`config.mk`:
```
export PLATFORM = sky130hd
export DESIGN_NAME = sorted_key_record_table
export DESIGN_NICKNAME = d
export VERILOG_FILES = /design/src/hdl/skrt_pkg.sv /design/src/hdl/skrt_fifo.sv /design/src/hdl/skrt_front.sv /design/src/hdl/skrt_back.sv /design/src/hdl/sorted_key_record_table.sv
export SDC_FILE = /design/constraint.sdc
export NUM_CORES = 1
export LEC_CHECK = 0
export BUFFER_PORTS_ARGS = -buffer_cell sky130_fd_sc_hd__buf_4
export CORE_MARGIN = 2
export CORE_UTILIZATION = 65
export CTS_BUF_LIST = sky130_fd_sc_hd__clkbuf_4
export DETAILED_ROUTE_END_ITERATION = 12
export PLACE_DENSITY_LB_ADDON = 0.12
export RECOVER_POWER = 100
export SETUP_SLACK_MARGIN = 0.1
export SYNTH_ARGS = -nofsm -noshare
export SYNTH_HDL_FRONTEND = slang
export SYNTH_SLANG_ARGS = --single-unit
```
`constraint.sdc`:
```
create_clock -name i_clk -period 10.5 [get_ports i_clk]
set_input_delay 1.05 -clock i_clk [delete_from_list [all_inputs] [get_ports i_clk]]
set_output_delay 1.05 -clock i_clk [all_outputs]
set_load 0.01 [all_outputs]
```
`src/hdl/skrt_pkg.sv`:
```
`default_nettype none

package skrt_pkg;

    localparam int unsigned KEY_W           = 17;
    localparam int unsigned PAYLOAD_W       = 32;
    localparam int unsigned MAXE_W          = 4;
    localparam int unsigned CAPACITY_DEF    = 8;
    localparam int unsigned KEY_MIN_DEF     = 10000;
    localparam int unsigned KEY_LIMIT_DEF   = 100000;
    localparam logic [MAXE_W-1:0] MAX_ENTRIES_RST = 4'd5;

    typedef enum logic [1:0] {
        OP_INSERT    = 2'd0,
        OP_DELETE    = 2'd1,
        OP_LIST_ASC  = 2'd2,
        OP_LIST_DESC = 2'd3
    } t_op;

    typedef enum logic [2:0] {
        ST_DONE     = 3'd0,
        ST_DUP      = 3'd1,
        ST_FULL     = 3'd2,
        ST_NOTFOUND = 3'd3,
        ST_EMPTY    = 3'd4,
        ST_RANGE    = 3'd5,
        ST_ENTRY    = 3'd6
    } t_status;

    typedef struct packed {
        t_op                  op;
        logic                 key_ok;
        logic [KEY_W-1:0]     key;
        logic [PAYLOAD_W-1:0] payload;
    } t_cmd;

    typedef struct packed {
        t_status              status;
        logic [KEY_W-1:0]     key;
        logic [PAYLOAD_W-1:0] payload;
        logic                 last;
    } t_result;

endpackage

`default_nettype wire

```
`src/hdl/skrt_fifo.sv`:
```
`default_nettype none

module skrt_fifo #(
    parameter int unsigned WIDTH = 8,
    parameter int unsigned DEPTH = 2
) (
    input  wire logic             i_clk,
    input  wire logic             i_rst_n,
    input  wire logic             i_push,
    input  wire logic [WIDTH-1:0] i_wdata,
    output logic                  o_full,
    input  wire logic             i_pop,
    output logic      [WIDTH-1:0] o_rdata,
    output logic                  o_empty
);

    localparam int unsigned AW = (DEPTH > 1) ? $clog2(DEPTH) : 1;

    logic [WIDTH-1:0] r_mem [DEPTH];
    logic [AW:0]      r_wr_ptr, n_wr_ptr;
    logic [AW:0]      r_rd_ptr, n_rd_ptr;
    logic             wr_en, rd_en;

    assign o_empty = (r_wr_ptr == r_rd_ptr);
    assign o_full  = (r_wr_ptr[AW-1:0] == r_rd_ptr[AW-1:0]) && (r_wr_ptr[AW] != r_rd_ptr[AW]);
    assign wr_en   = i_push && !o_full;
    assign rd_en   = i_pop && !o_empty;
    assign o_rdata = r_mem[r_rd_ptr[AW-1:0]];

    always_comb begin
        n_wr_ptr = wr_en ? (r_wr_ptr + 1'b1) : r_wr_ptr;
        n_rd_ptr = rd_en ? (r_rd_ptr + 1'b1) : r_rd_ptr;
    end

    always_ff @(posedge i_clk) begin
        if (!i_rst_n) begin
            r_wr_ptr <= '0;
            r_rd_ptr <= '0;
        end else begin
            r_wr_ptr <= n_wr_ptr;
            r_rd_ptr <= n_rd_ptr;
        end
    end

    always_ff @(posedge i_clk) begin
        if (wr_en) begin
            r_mem[r_wr_ptr[AW-1:0]] <= i_wdata;
        end
    end

endmodule

`default_nettype wire

```
`src/hdl/skrt_front.sv`:
```
`default_nettype none

module skrt_front
    import skrt_pkg::*;
#(
    parameter int unsigned KEY_MIN   = KEY_MIN_DEF,
    parameter int unsigned KEY_LIMIT = KEY_LIMIT_DEF
) (
    input  wire logic                 i_clk,
    input  wire logic                 i_rst_n,
    input  wire logic                 i_push,
    output logic                      o_full,
    input  wire logic [1:0]           i_req_type,
    input  wire logic [KEY_W-1:0]     i_key,
    input  wire logic [PAYLOAD_W-1:0] i_payload,
    input  wire logic                 i_pop,
    output t_cmd                      o_cmd,
    output logic                      o_empty
);

    t_cmd             cmd;
    logic [31:0]      key_x;
    logic [$bits(t_cmd)-1:0] rdata;

    always_comb begin
        key_x       = 32'(i_key);
        cmd.op      = t_op'(i_req_type);
        cmd.key_ok  = (key_x >= 32'(KEY_MIN)) && (key_x < 32'(KEY_LIMIT));
        cmd.key     = i_key;
        cmd.payload = i_payload;
    end

    skrt_fifo #(
        .WIDTH ($bits(t_cmd)),
        .DEPTH (2)
    ) u_cmd_q (
        .i_clk   (i_clk),
        .i_rst_n (i_rst_n),
        .i_push  (i_push),
        .i_wdata (cmd),
        .o_full  (o_full),
        .i_pop   (i_pop),
        .o_rdata (rdata),
        .o_empty (o_empty)
    );

    assign o_cmd = t_cmd'(rdata);

endmodule

`default_nettype wire

```
`src/hdl/skrt_back.sv`:
```
`default_nettype none

module skrt_back
    import skrt_pkg::*;
#(
    parameter int unsigned CAPACITY = CAPACITY_DEF
) (
    input  wire logic              i_clk,
    input  wire logic              i_rst_n,
    input  wire logic              i_cmd_empty,
    input  wire t_cmd              i_cmd,
    output logic                   o_cmd_pop,
    input  wire logic [MAXE_W-1:0] i_max_entries,
    input  wire logic              i_res_full,
    output logic                   o_res_push,
    output t_result                o_res
);

    localparam int unsigned AW = $clog2(CAPACITY);
    localparam int unsigned CW = $clog2(CAPACITY + 1);
    localparam int unsigned MW = (CW > MAXE_W) ? CW : MAXE_W;

    typedef enum logic [2:0] {
        S_IDLE = 3'b001,
        S_SCAN = 3'b010,
        S_EMIT = 3'b100
    } t_state;

    logic [KEY_W-1:0]     mem_key [CAPACITY];
    logic [PAYLOAD_W-1:0] mem_pay [CAPACITY];

    t_state               r_state, n_state;
    t_cmd                 r_cmd, n_cmd;
    logic [CAPACITY-1:0]  r_valid, n_valid;
    logic [CW-1:0]        r_count, n_count;
    logic [CW-1:0]        r_idx, n_idx;
    logic                 r_cmp_valid;
    logic [AW-1:0]        r_cmp_idx;
    logic [KEY_W-1:0]     r_rd_key;
    logic [PAYLOAD_W-1:0] r_rd_pay;
    logic                 r_hit, n_hit;
    logic [AW-1:0]        r_hit_idx, n_hit_idx;
    logic                 r_free_found, n_free_found;
    logic [AW-1:0]        r_free_idx, n_free_idx;
    logic                 r_best_found, n_best_found;
    logic [KEY_W-1:0]     r_best_key, n_best_key;
    logic [PAYLOAD_W-1:0] r_best_pay, n_best_pay;
    logic                 r_have_prev, n_have_prev;
    logic [KEY_W-1:0]     r_prev_key, n_prev_key;
    logic [CW-1:0]        r_emit_cnt, n_emit_cnt;
    t_result              r_res, n_res;
    logic                 r_more, n_more;

    logic                 tbl_full;
    logic                 scan_done;
    logic                 desc;
    logic                 slot_v;
    logic                 above_prev, better;
    logic                 mem_we;

    assign tbl_full  = (r_count == CW'(CAPACITY)) || (MW'(r_count) >= MW'(i_max_entries));
    assign scan_done = (r_idx == CW'(CAPACITY)) && !r_cmp_valid;
    assign desc      = (r_cmd.op == OP_LIST_DESC);
    assign slot_v    = r_valid[r_cmp_idx];

    always_comb begin
        above_prev = !r_have_prev || (desc ? (r_rd_key < r_prev_key) : (r_rd_key > r_prev_key));
        better     = !r_best_found || (desc ? (r_rd_key > r_best_key) : (r_rd_key < r_best_key));
    end

    always_comb begin
        n_state      = r_state;
        n_cmd        = r_cmd;
        n_valid      = r_valid;
        n_count      = r_count;
        n_idx        = r_idx;
        n_hit        = r_hit;
        n_hit_idx    = r_hit_idx;
        n_free_found = r_free_found;
        n_free_idx   = r_free_idx;
        n_best_found = r_best_found;
        n_best_key   = r_best_key;
        n_best_pay   = r_best_pay;
        n_have_prev  = r_have_prev;
        n_prev_key   = r_prev_key;
        n_emit_cnt   = r_emit_cnt;
        n_res        = r_res;
        n_more       = r_more;
        o_cmd_pop    = 1'b0;
        o_res_push   = 1'b0;
        mem_we       = 1'b0;

        case (r_state)
            S_IDLE: begin
                if (!i_cmd_empty) begin
                    o_cmd_pop    = 1'b1;
                    n_cmd        = i_cmd;
                    n_res.key    = '0;
                    n_res.payload = '0;
                    n_res.last   = 1'b1;
                    n_more       = 1'b0;
                    n_idx        = '0;
                    n_hit        = 1'b0;
                    n_free_found = 1'b0;
                    n_best_found = 1'b0;
                    n_have_prev  = 1'b0;
                    n_emit_cnt   = '0;
                    n_state      = S_SCAN;
                    case (i_cmd.op)
                        OP_INSERT: begin
                            if (tbl_full) begin
                                n_res.status = ST_FULL;
                                n_state      = S_EMIT;
                            end else if (!i_cmd.key_ok) begin
                                n_res.status = ST_RANGE;
                                n_state      = S_EMIT;
                            end
                        end
                        default: begin
                            if (r_count == '0) begin
                                n_res.status = ST_EMPTY;
                                n_state      = S_EMIT;
                            end
                        end
                    endcase
                end
            end

            S_SCAN: begin
                if (r_idx != CW'(CAPACITY)) begin
                    n_idx = r_idx + 1'b1;
                end
                if (r_cmp_valid) begin
                    if (slot_v && (r_rd_key == r_cmd.key)) begin
                        n_hit     = 1'b1;
                        n_hit_idx = r_cmp_idx;
                    end
                    if (!slot_v && !r_free_found) begin
                        n_free_found = 1'b1;
                        n_free_idx   = r_cmp_idx;
                    end
                    if (slot_v && above_prev && better) begin
                        n_best_found = 1'b1;
                        n_best_key   = r_rd_key;
                        n_best_pay   = r_rd_pay;
                    end
                end
                if (scan_done) begin
                    n_state       = S_EMIT;
                    n_res.key     = '0;
                    n_res.payload = '0;
                    n_res.last    = 1'b1;
                    n_more        = 1'b0;
                    case (r_cmd.op)
                        OP_INSERT: begin
                            if (r_hit) begin
                                n_res.status = ST_DUP;
                            end else if (!r_free_found) begin
                                n_res.status = ST_FULL;
                            end else begin
                                mem_we              = 1'b1;
                                n_valid[r_free_idx] = 1'b1;
                                n_count             = r_count + 1'b1;
                                n_res.status        = ST_DONE;
                            end
                        end
                        OP_DELETE: begin
                            if (r_hit) begin
                                n_valid[r_hit_idx] = 1'b0;
                                n_count            = r_count - 1'b1;
                                n_res.status       = ST_DONE;
                            end else begin
                                n_res.status = ST_NOTFOUND;
                            end
                        end
                        default: begin
                            n_res.status  = ST_ENTRY;
                            n_res.key     = r_best_key;
                            n_res.payload = r_best_pay;
                            n_res.last    = (CW'(r_emit_cnt + 1'b1) == r_count);
                            n_more        = !n_res.last;
                            n_prev_key    = r_best_key;
                            n_have_prev   = 1'b1;
                            n_emit_cnt    = r_emit_cnt + 1'b1;
                        end
                    endcase
                end
            end

            S_EMIT: begin
                if (!i_res_full) begin
                    o_res_push = 1'b1;
                    if (r_more) begin
                        n_state      = S_SCAN;
                        n_idx        = '0;
                        n_hit        = 1'b0;
                        n_free_found = 1'b0;
                        n_best_found = 1'b0;
                    end else begin
                        n_state = S_IDLE;
                    end
                end
            end

            default: begin
                n_state = S_IDLE;
            end
        endcase
    end

    assign o_res = r_res;

    always_ff @(posedge i_clk) begin
        if (!i_rst_n) begin
            r_state     <= S_IDLE;
            r_valid     <= '0;
            r_count     <= '0;
            r_idx       <= '0;
            r_cmp_valid <= 1'b0;
        end else begin
            r_state     <= n_state;
            r_valid     <= n_valid;
            r_count     <= n_count;
            r_idx       <= n_idx;
            r_cmp_valid <= (r_state == S_SCAN) && (r_idx != CW'(CAPACITY));
        end
    end

    always_ff @(posedge i_clk) begin
        r_cmd        <= n_cmd;
        r_cmp_idx    <= r_idx[AW-1:0];
        r_hit        <= n_hit;
        r_hit_idx    <= n_hit_idx;
        r_free_found <= n_free_found;
        r_free_idx   <= n_free_idx;
        r_best_found <= n_best_found;
        r_best_key   <= n_best_key;
        r_best_pay   <= n_best_pay;
        r_have_prev  <= n_have_prev;
        r_prev_key   <= n_prev_key;
        r_emit_cnt   <= n_emit_cnt;
        r_res        <= n_res;
        r_more       <= n_more;
    end

    // key/payload store: one write port, one registered read port
    always_ff @(posedge i_clk) begin
        if (mem_we) begin
            mem_key[r_free_idx] <= r_cmd.key;
            mem_pay[r_free_idx] <= r_cmd.payload;
        end
        r_rd_key <= mem_key[r_idx[AW-1:0]];
        r_rd_pay <= mem_pay[r_idx[AW-1:0]];
    end

endmodule

`default_nettype wire

```
`src/hdl/sorted_key_record_table.sv`:
```
// Insert/delete: 1 word each; full or out-of-range inserts and empty-table requests
//   skip the table scan, others scan every slot before answering.
// List: one word per stored record, each from its own selection scan of every slot.
//   Rate is set by the single-port slot scan and by result-queue back-pressure.
// Reset (synchronous, active low) empties the table and sets max_entries to 5;
//   both word queues are flushed.
`default_nettype none

module sorted_key_record_table
    import skrt_pkg::*;
#(
    parameter int unsigned CAPACITY  = CAPACITY_DEF,
    parameter int unsigned KEY_MIN   = KEY_MIN_DEF,
    parameter int unsigned KEY_LIMIT = KEY_LIMIT_DEF
) (
    input  wire logic                 i_clk,
    input  wire logic                 i_rst_n,
    input  wire logic                 push,
    output logic                      full,
    input  wire logic [1:0]           i_req_type,
    input  wire logic [KEY_W-1:0]     i_key,
    input  wire logic [PAYLOAD_W-1:0] i_payload,
    output logic                      empty,
    input  wire logic                 pop,
    output logic [2:0]                o_status,
    output logic [KEY_W-1:0]          o_out_key,
    output logic [PAYLOAD_W-1:0]      o_out_payload,
    output logic                      o_last,
    input  wire logic                 i_cfg_we,
    input  wire logic [MAXE_W-1:0]    i_cfg_wdata
);

    logic [MAXE_W-1:0]          r_max_entries;
    t_cmd                       cmd;
    logic                       cmd_empty, cmd_pop;
    t_result                    res_in;
    logic                       res_push, res_full;
    logic [$bits(t_result)-1:0] res_rdata;
    t_result                    res_out;

    always_ff @(posedge i_clk) begin
        if (!i_rst_n) begin
            r_max_entries <= MAX_ENTRIES_RST;
        end else if (i_cfg_we) begin
            r_max_entries <= i_cfg_wdata;
        end
    end

    skrt_front #(
        .KEY_MIN   (KEY_MIN),
        .KEY_LIMIT (KEY_LIMIT)
    ) u_front (
        .i_clk      (i_clk),
        .i_rst_n    (i_rst_n),
        .i_push     (push),
        .o_full     (full),
        .i_req_type (i_req_type),
        .i_key      (i_key),
        .i_payload  (i_payload),
        .i_pop      (cmd_pop),
        .o_cmd      (cmd),
        .o_empty    (cmd_empty)
    );

    skrt_back #(
        .CAPACITY (CAPACITY)
    ) u_back (
        .i_clk         (i_clk),
        .i_rst_n       (i_rst_n),
        .i_cmd_empty   (cmd_empty),
        .i_cmd         (cmd),
        .o_cmd_pop     (cmd_pop),
        .i_max_entries (r_max_entries),
        .i_res_full    (res_full),
        .o_res_push    (res_push),
        .o_res         (res_in)
    );

    skrt_fifo #(
        .WIDTH ($bits(t_result)),
        .DEPTH (2)
    ) u_res_q (
        .i_clk   (i_clk),
        .i_rst_n (i_rst_n),
        .i_push  (res_push),
        .i_wdata (res_in),
        .o_full  (res_full),
        .i_pop   (pop),
        .o_rdata (res_rdata),
        .o_empty (empty)
    );

    assign res_out       = t_result'(res_rdata);
    assign o_status      = res_out.status;
    assign o_out_key     = res_out.key;
    assign o_out_payload = res_out.payload;
    assign o_last        = res_out.last;

endmodule

`default_nettype wire
```
[Word-level counts from Yosys, hierarchy flattened]
Memories as Yosys holds them, arrays and structs flattened. A register that Yosys moved wholly into a read port is not among the register bits.
Index checks and enable logic that the tools add are counted.
Word-level totals
  register bits: 220
  RAM bits: 602
  bits of input ports: 60
  output and inout bits: 55
  memories: 4
Memories
  u_back.mem_pay: depth 8, bits a word 32, read ports 1, clocked after Yosys merged registers in 1, wr ports 1, line skrt_back.sv:30  | logic [PAYLOAD_W-1:0] mem_pay [CAPACITY];
  u_back.mem_key: depth 8, bits a word 17, read ports 1, clocked after Yosys merged registers in 1, wr ports 1, line skrt_back.sv:29  | logic [KEY_W-1:0] mem_key [CAPACITY];
  u_res_q.r_mem: depth 2, bits a word 53, read ports 1, clocked after Yosys merged registers in 1, wr ports 1, line skrt_fifo.sv:19  | logic [WIDTH-1:0] r_mem [DEPTH];
  u_front.u_cmd_q.r_mem: depth 2, bits a word 52, read ports 1, clocked after Yosys merged registers in 1, wr ports 1, line skrt_fifo.sv:19
Operators by class
  add/sub/neg operators: 8
  $lt $le $gt $ge: 12
  equal/unequal tests: 31
  muxes and demuxes: 82
  bitwise operators: 5
  reduce and logical (&&, ||, !) cells: 49
Operators with widths (number)
  two-way mux 53 bit: 2
  case mux 53 bit (2 select lines): 1
  two-way mux 50 bit: 1
  two-way mux 1 bit: 37
  two-way mux 3 bit: 12
  two-way mux 4 bit: 9
  greater-than comparator 17 bit: 2
  < comparator 17 bit: 2
  two-way mux 8 bit: 3
  AND reduction 6 bit: 4
  AND reduction 3 bit: 6
  == test 17 bit: 1
  >= comparator 17 x 14 -> 1 bit, second input constant: 1
  < comparator 17 bit, second input constant: 1
  inequality test 2 x 1 -> 1 bit, second input constant: 8
  case mux 4 bit (2 select lines): 2
  case mux 8 bit (2 select lines): 1
  logical AND 1 bit: 15
  adder 4 x 1 -> 4 bit, second input constant: 3
  < comparator 3 x 4 -> 1 bit, second input constant: 3
  case mux 4 bit (3 select lines): 1
  zero test 1 bit: 10
  inequality test 2 bit, second input constant: 5
  AND reduction 5 bit: 2
  35 further kinds: 55

[Logic depth before layout (Yosys ltp)]
  word-level depth: 8
  mapped depth: 11

[Hierarchy]
From an unflattened synthesis, not the netlist that was laid out.
Unflattened totals
  cells, all modules: 1637
  area total of the unflattened synthesis: 32509.9 um2
Modules (own cells, without submodules)
  skrt_back: times used 1, cells an instance 1223, area an instance 24209.5 um2
  skrt_fifo (u_res_q): times used 1, cells an instance 197, area an instance 4078.9 um2
  skrt_fifo (u_front.u_cmd_q): times used 1, cells an instance 194, area an instance 4006.3 um2
  sorted_key_record_table: times used 1, cells an instance 13, area an instance 145.1 um2
  skrt_front: times used 1, cells an instance 10, area an instance 70.1 um2

[Worst setup path before layout]
No wires, ideal clock.
  path type: register to register
  start: register u_back.r_prev_key[10]
  end: register u_back.r_best_key[0], enable pin
  setup time: 516 ps
  data arrival time: 5048 ps
  required time: 9984 ps
  slack: 4935 ps
  cell stages (with the launch flop): 9
  path buffers: 0
  cell sequence: edfxtp_1 inv_1 ha_1 a21o_1 a221o_1 a221oi_2 o22a_1 a31oi_1 nor3_1
On the way
  word-level cells in the longest chain between the ends: 6
RTL lines
  start: declaration: line skrt_back.sv:49  | logic [KEY_W-1:0] r_prev_key, n_prev_key;
  start signal: assignment: line skrt_back.sv:240  | r_prev_key <= n_prev_key;
  greater-than comparator 17 bit / < comparator 17 bit (equally long branches): line skrt_back.sv:67  | above_prev = !r_have_prev || (desc ? (r_rd_key < r_prev_key) : (r_rd_key > r_prev_key));
  two-way mux 1 bit *: line skrt_back.sv:67
  logical OR 1 bit *: line skrt_back.sv:67
  logical AND 1 bit * (2 in a row): line skrt_back.sv:142  | if (slot_v && above_prev && better) begin
  AND reduction 3 bit (no line) *
  end signal: assignment: line skrt_back.sv:237  | r_best_key <= n_best_key;
  end: declaration: line skrt_back.sv:46  | logic [KEY_W-1:0] r_best_key, n_best_key;
Mark *: on every way between the ends. The rest lies on a longest branch, timed or not.
A chain may end at the register's enable or synchronous reset.

[Worst setup path in the final report]
  start: register u_back.r_idx[2]
  end: memory u_back.mem_pay[0][7], enable pin
On the way
  word-level cells in the longest chain between the ends: 6
RTL lines
  start: declaration: line skrt_back.sv:36  | logic [CW-1:0] r_idx, n_idx;
  start signal: assignment: line skrt_back.sv:224  | r_idx <= n_idx;
  == test 4 bit: line skrt_back.sv:62  | assign scan_done = (r_idx == CW'(CAPACITY)) && !r_cmp_valid;
  logical AND 1 bit: line skrt_back.sv:62
  two-way mux 1 bit: line skrt_back.sv:148  | if (scan_done) begin
  two-way mux 1 bit: line skrt_back.sv:93  | case (r_state)
  two-way mux 1 bit: line skrt_back.sv:248  | if (mem_we) begin
  two-way mux 1 bit (not written as such): line skrt_back.sv:250  | mem_pay[r_free_idx] <= r_cmd.payload;
  end: declaration: line skrt_back.sv:30
No other way between the ends.

==> impl_metrics.py <==
metrics = {
    "pwr": {
        "leakage_nw": 12.3,
        "swShare": 0.245,
        "power_switching_mw": 2.04,
        "cell_internal_pwr_mw": 6.29,
        "pwr-share-clk": 0.335,
        "seq_power_share": 0.586,
        "pwr-share-comb": 0.079,
        "ir_worst_vdd_uv": 216,
        "cellPowerDensity_mw_per_mm2": 228,
    },
    "yosys": {
        "ys_ff_latch": 873,
        "synth_edf_count": 787,
        "synthCells": 1617,
        "ys_async_sr_fraction": 0,
        "synth.distinct_cells": 61,
        "synth_area_mm2": 0.0324,
        "seq_area_frac_synth": 0.783,
        "synth_top_cells_by_area": "edfxtp_1 73%, mux4_2 7.0%, mux2_2 5.4%, dfxtp_1 5.3%, ha_1 1.7%",
        "syn_nets": 1721,
        "synth_area_leader_cell": "edfxtp_1",
        "synth_top_area_share": 0.730,
        "yosys_warnings": 0,
        "synth_ff_type": "edfxtp_1",
        "synth.avg_cell_area_um2": 20.0,
    },
    "timing": {
        "tns_ns": 0,
        "fmax_mhz": 165,
        "min_period_ns": 6.08,
        "finClkSkew_ns": 0.0403,
        "rsz0062_at_grt": "no",
        "worstMarginPinSlew_ns": 3.73,
        "drv_slew": 1138,
        "hold_violations": 0,
        "slew_headroom": -1.49,
        "fin_crit_sh": 0.579,
        "setup_viol": 0,
    },
    "cts": {
        "clk_path_buf_depth": 3,
        "clk_latency_ns": 1.01,
        "clkTransAtPathRegs_ns": 0.06,
        "cts_max_level": 4,
        "cts_setup_buffers": 0,
        "cts_resized": 0,
        "clock_sinks": 873,
        "holdBufCountCts": 0,
        "cts-root-buf": "clkbuf_4",
        "cts_tree": "done",
        "cts_buffers": 205,
    },
    "place": {
        "gp_routability_congestion": 0.862,
        "placed_cells": 2355,
        "io_buffers": 114,
        "place_hpwl_um": 33000,
    },
    "cells_and_area": {
        "drive_gt1_frac": 0.297,
        "stdcell_count": 2735,
        "layout.nets": 2002,
        "syn_to_final_growth_pct": 12.7,
    },
    "global_routing": {
        "grt_usage": 0.231,
        "overflow": 0,
        "grt_max_degree": 56,
        "antenna_found_initial": 3,
        "grt_pass1_wl_um": 87400,
        "first_global_vias": 15846,
    },
    "floorplan": {
        "chipWidth_um": 227,
        "io-pin-count": 115,
        "die_h_um": 227,
        "rows": 81,
        "dieArea_mm2": 0.0516,
        "initial_core_util": 0.660,
        "coreArea_mm2": 0.0491,
    },
    "setup_path": {
        "worstSetupPathType": "flip-flop to flip-flop",
        "end_kind": "flip-flop",
        "crit_fanout": 55,
        "setup.worst_path.start_class": "flip-flop",
        "arrival_ns": 6.58,
        "worstPathRequired_ns": 11.01,
    },
    "outcome": {
        "violations": "capacitance limit, slew limit",
        "outcome": "finished with violations",
    },
    "detailed_routing": {
        "antenna_left": 0,
        "vias": 15524,
        "vias_per_cell": 5.68,
        "post-route-drc-count": 0,
        "drtIter0Drc": 1295,
        "detail_route.wl_per_cell_um": 20.8,
        "routed_wl_um": 56800,
        "firstDrtPassIters": 5,
    },
    "worst_hold_path": {
        "min_path_type": "input pin to flip-flop",
    },
    "run": {
        "cap_viol_max_count": 23,
    },
}
-- power by group through the flow --
stage / Combinational (mW) / Clock [mW] / Sequential, mW
floorplan: 0.491 / 0 / 4.75
global placement: 0.685 / 0 / 4.88
detailed placement: 0.693 / 0 / 4.93
CTS: 0.697 / 2.87 / 4.85
global route: 0.727 / 3.04 / 4.94
finish: 0.658 / 2.79 / 4.88
-- metrics by stage --
stage | util | setup WS [ns] | hold WS (ns) | instance area [um^2] | power [mW]
floorplan | - | 4.94 | 0.326 | 32400 | 5.24
global placement | 0.695 | 7.07 | 0.388 | 34100 | 5.57
detailed placement | 0.695 | 7.02 | 0.389 | 34100 | 5.62
CTS | 0.752 | 6.87 | 0.0922 | 36900 | 8.42
global route | 0.744 | 4.15 | 0.149 | 36500 | 8.70
finish | 0.744 | 4.42 | 0.258 | 36500 | 8.32
-- worst max-delay path, cell delays in order, from the launching register on --
cell,delay (ns)
dfxtp_1,1.34
and4bb_1,0.73
nand2_1,0.13
or3_1,0.53
nor3_1,0.19
clkbuf_1,2.64
-- synthesized netlist by cell type, types with 7 or more instances --
| library cell | number |
|---|---|
| edfxtp_1 | 787 |
| mux2_2 | 155 |
| mux4_2 | 100 |
| dfxtp_1 | 86 |
| nor2_1 | 69 |
| inv_1 | 52 |
| ha_1 | 43 |
| clkbuf_1 | 36 |
| and3_1 | 35 |
| nand2_1 | 29 |
| xnor2_1 | 25 |
| a21oi_1 | 19 |
| buf_2 | 15 |
| o21ai_0 | 15 |
| xor2_1 | 15 |
| a211oi_1 | 14 |
| nand3_1 | 11 |
| nor3_1 | 10 |
| nand2b_1 | 9 |
| nand4_1 | 9 |
| buf_1 | 8 |
| a31oi_1 | 7 |
-- cell type report --
| cell class | instances | area, um^2 |
|---|---|---|
| Inverter | 53 | 199 |
| Tap cell | 664 | 831 |
| Timing Repair Buffer | 134 | 676 |
| Antenna cell | 1 | 2.50 |
| Sequential cell | 873 | 25400 |
| Multi-Input combinational cell | 631 | 6640 |
| Clock buffer | 305 | 2290 |
| Clock inverter | 74 | 518 |
| Fill cell | 3010 | 12500 |
-- per-layer routing --
layer / track usage / vias up / share of wire
met5: 0 / - / 0
li1: - / 7143 / -
met4: 0.0919 / 0 / 0.017
met1: 0.332 / 7807 / 0.45
met2: 0.346 / 501 / 0.47
met3: 0.0578 / 73 / 0.071
-- registers in the layout (all words and copies together), names as in the netlist, 4 cells and up, named ones only --
| name | cells |
|---|---|
| r_max_entries | 4 |
| u_back.mem_key | 136 |
| u_back.mem_pay | 256 |
| u_back.o_res | 53 |
| u_back.r_best_key | 17 |
| u_back.r_best_pay | 32 |
| u_back.r_cmd | 51 |
| u_back.r_count | 4 |
| u_back.r_emit_cnt | 4 |
| u_back.r_idx | 4 |
| u_back.r_prev_key | 17 |
| u_back.r_rd_key | 17 |
| u_back.r_rd_pay | 32 |
| u_back.r_valid | 8 |
| u_front.u_cmd_q.r_mem | 104 |
| u_res_q.r_mem | 106 |
-- logic make-up (layout without fill, tap and decap cells) --
kind of cell / count (synthesis) / after routing / share of synthesized area
buffers and inverters: 113 / 566 / 0.0138
other: 0 / 1 / 0
muxes: 260 / 260 / 0.125
xor gates and xnor gates: 40 / 40 / 0.0108
AOI/OAI and AO/OA: 88 / 88 / 0.0188
and+or+nand+nor: 199 / 199 / 0.0317
DFF: 873 / 873 / 0.783
adders and majority gates: 44 / 44 / 0.0172
-- cell usage in the layout, fill, tap and decap left out, types with 4 or more instances in the layout --
master / count
nor2_4: 8
bufinv_16: 8
mux4_2: 100
clkbuf_4: 335
dfxtp_1: 85
a21o_1: 5
nand4_1: 9
clkbuf_1: 88
a21oi_1: 20
o31ai_1: 4
a211oi_1: 15
xnor2_1: 25
ha_1: 43
nor3_1: 9
inv_2: 4
buf_4: 16
inv_1: 52
nand3_1: 11
nor4_1: 5
mux2i_1: 5
edfxtp_1: 787
nand2b_1: 9
nand2_1: 29
nor2_1: 61
and3_1: 34
mux2_1: 29
clkinv_1: 54
a31oi_1: 7
mux2_2: 126
xor2_1: 15
o21ai_0: 15
-- worst paths after layout --
| check | endpoint | cells after the start | slack [ns] | from |
|---|---|---|---|---|
| min reg2reg | u_back.r_best_pay[7]$_DFFE_PP_ | 0 | 0.40 | u_back.r_rd_pay[7]$_DFF_P_ |
| max reg2reg | u_back.mem_pay[0][7]$_DFFE_PP_ | 5 | 4.42 | u_back.r_idx[2]$_SDFFE_PN0P_ |
| min | u_front.u_cmd_q.r_mem[0][0]$_DFFE_PP_ | 1 | 0.26 | i_payload[0] |
| max | u_back.mem_pay[0][7]$_DFFE_PP_ | 5 | 4.42 | u_back.r_idx[2]$_SDFFE_PN0P_ |
(Power assumes the default switching activity.)
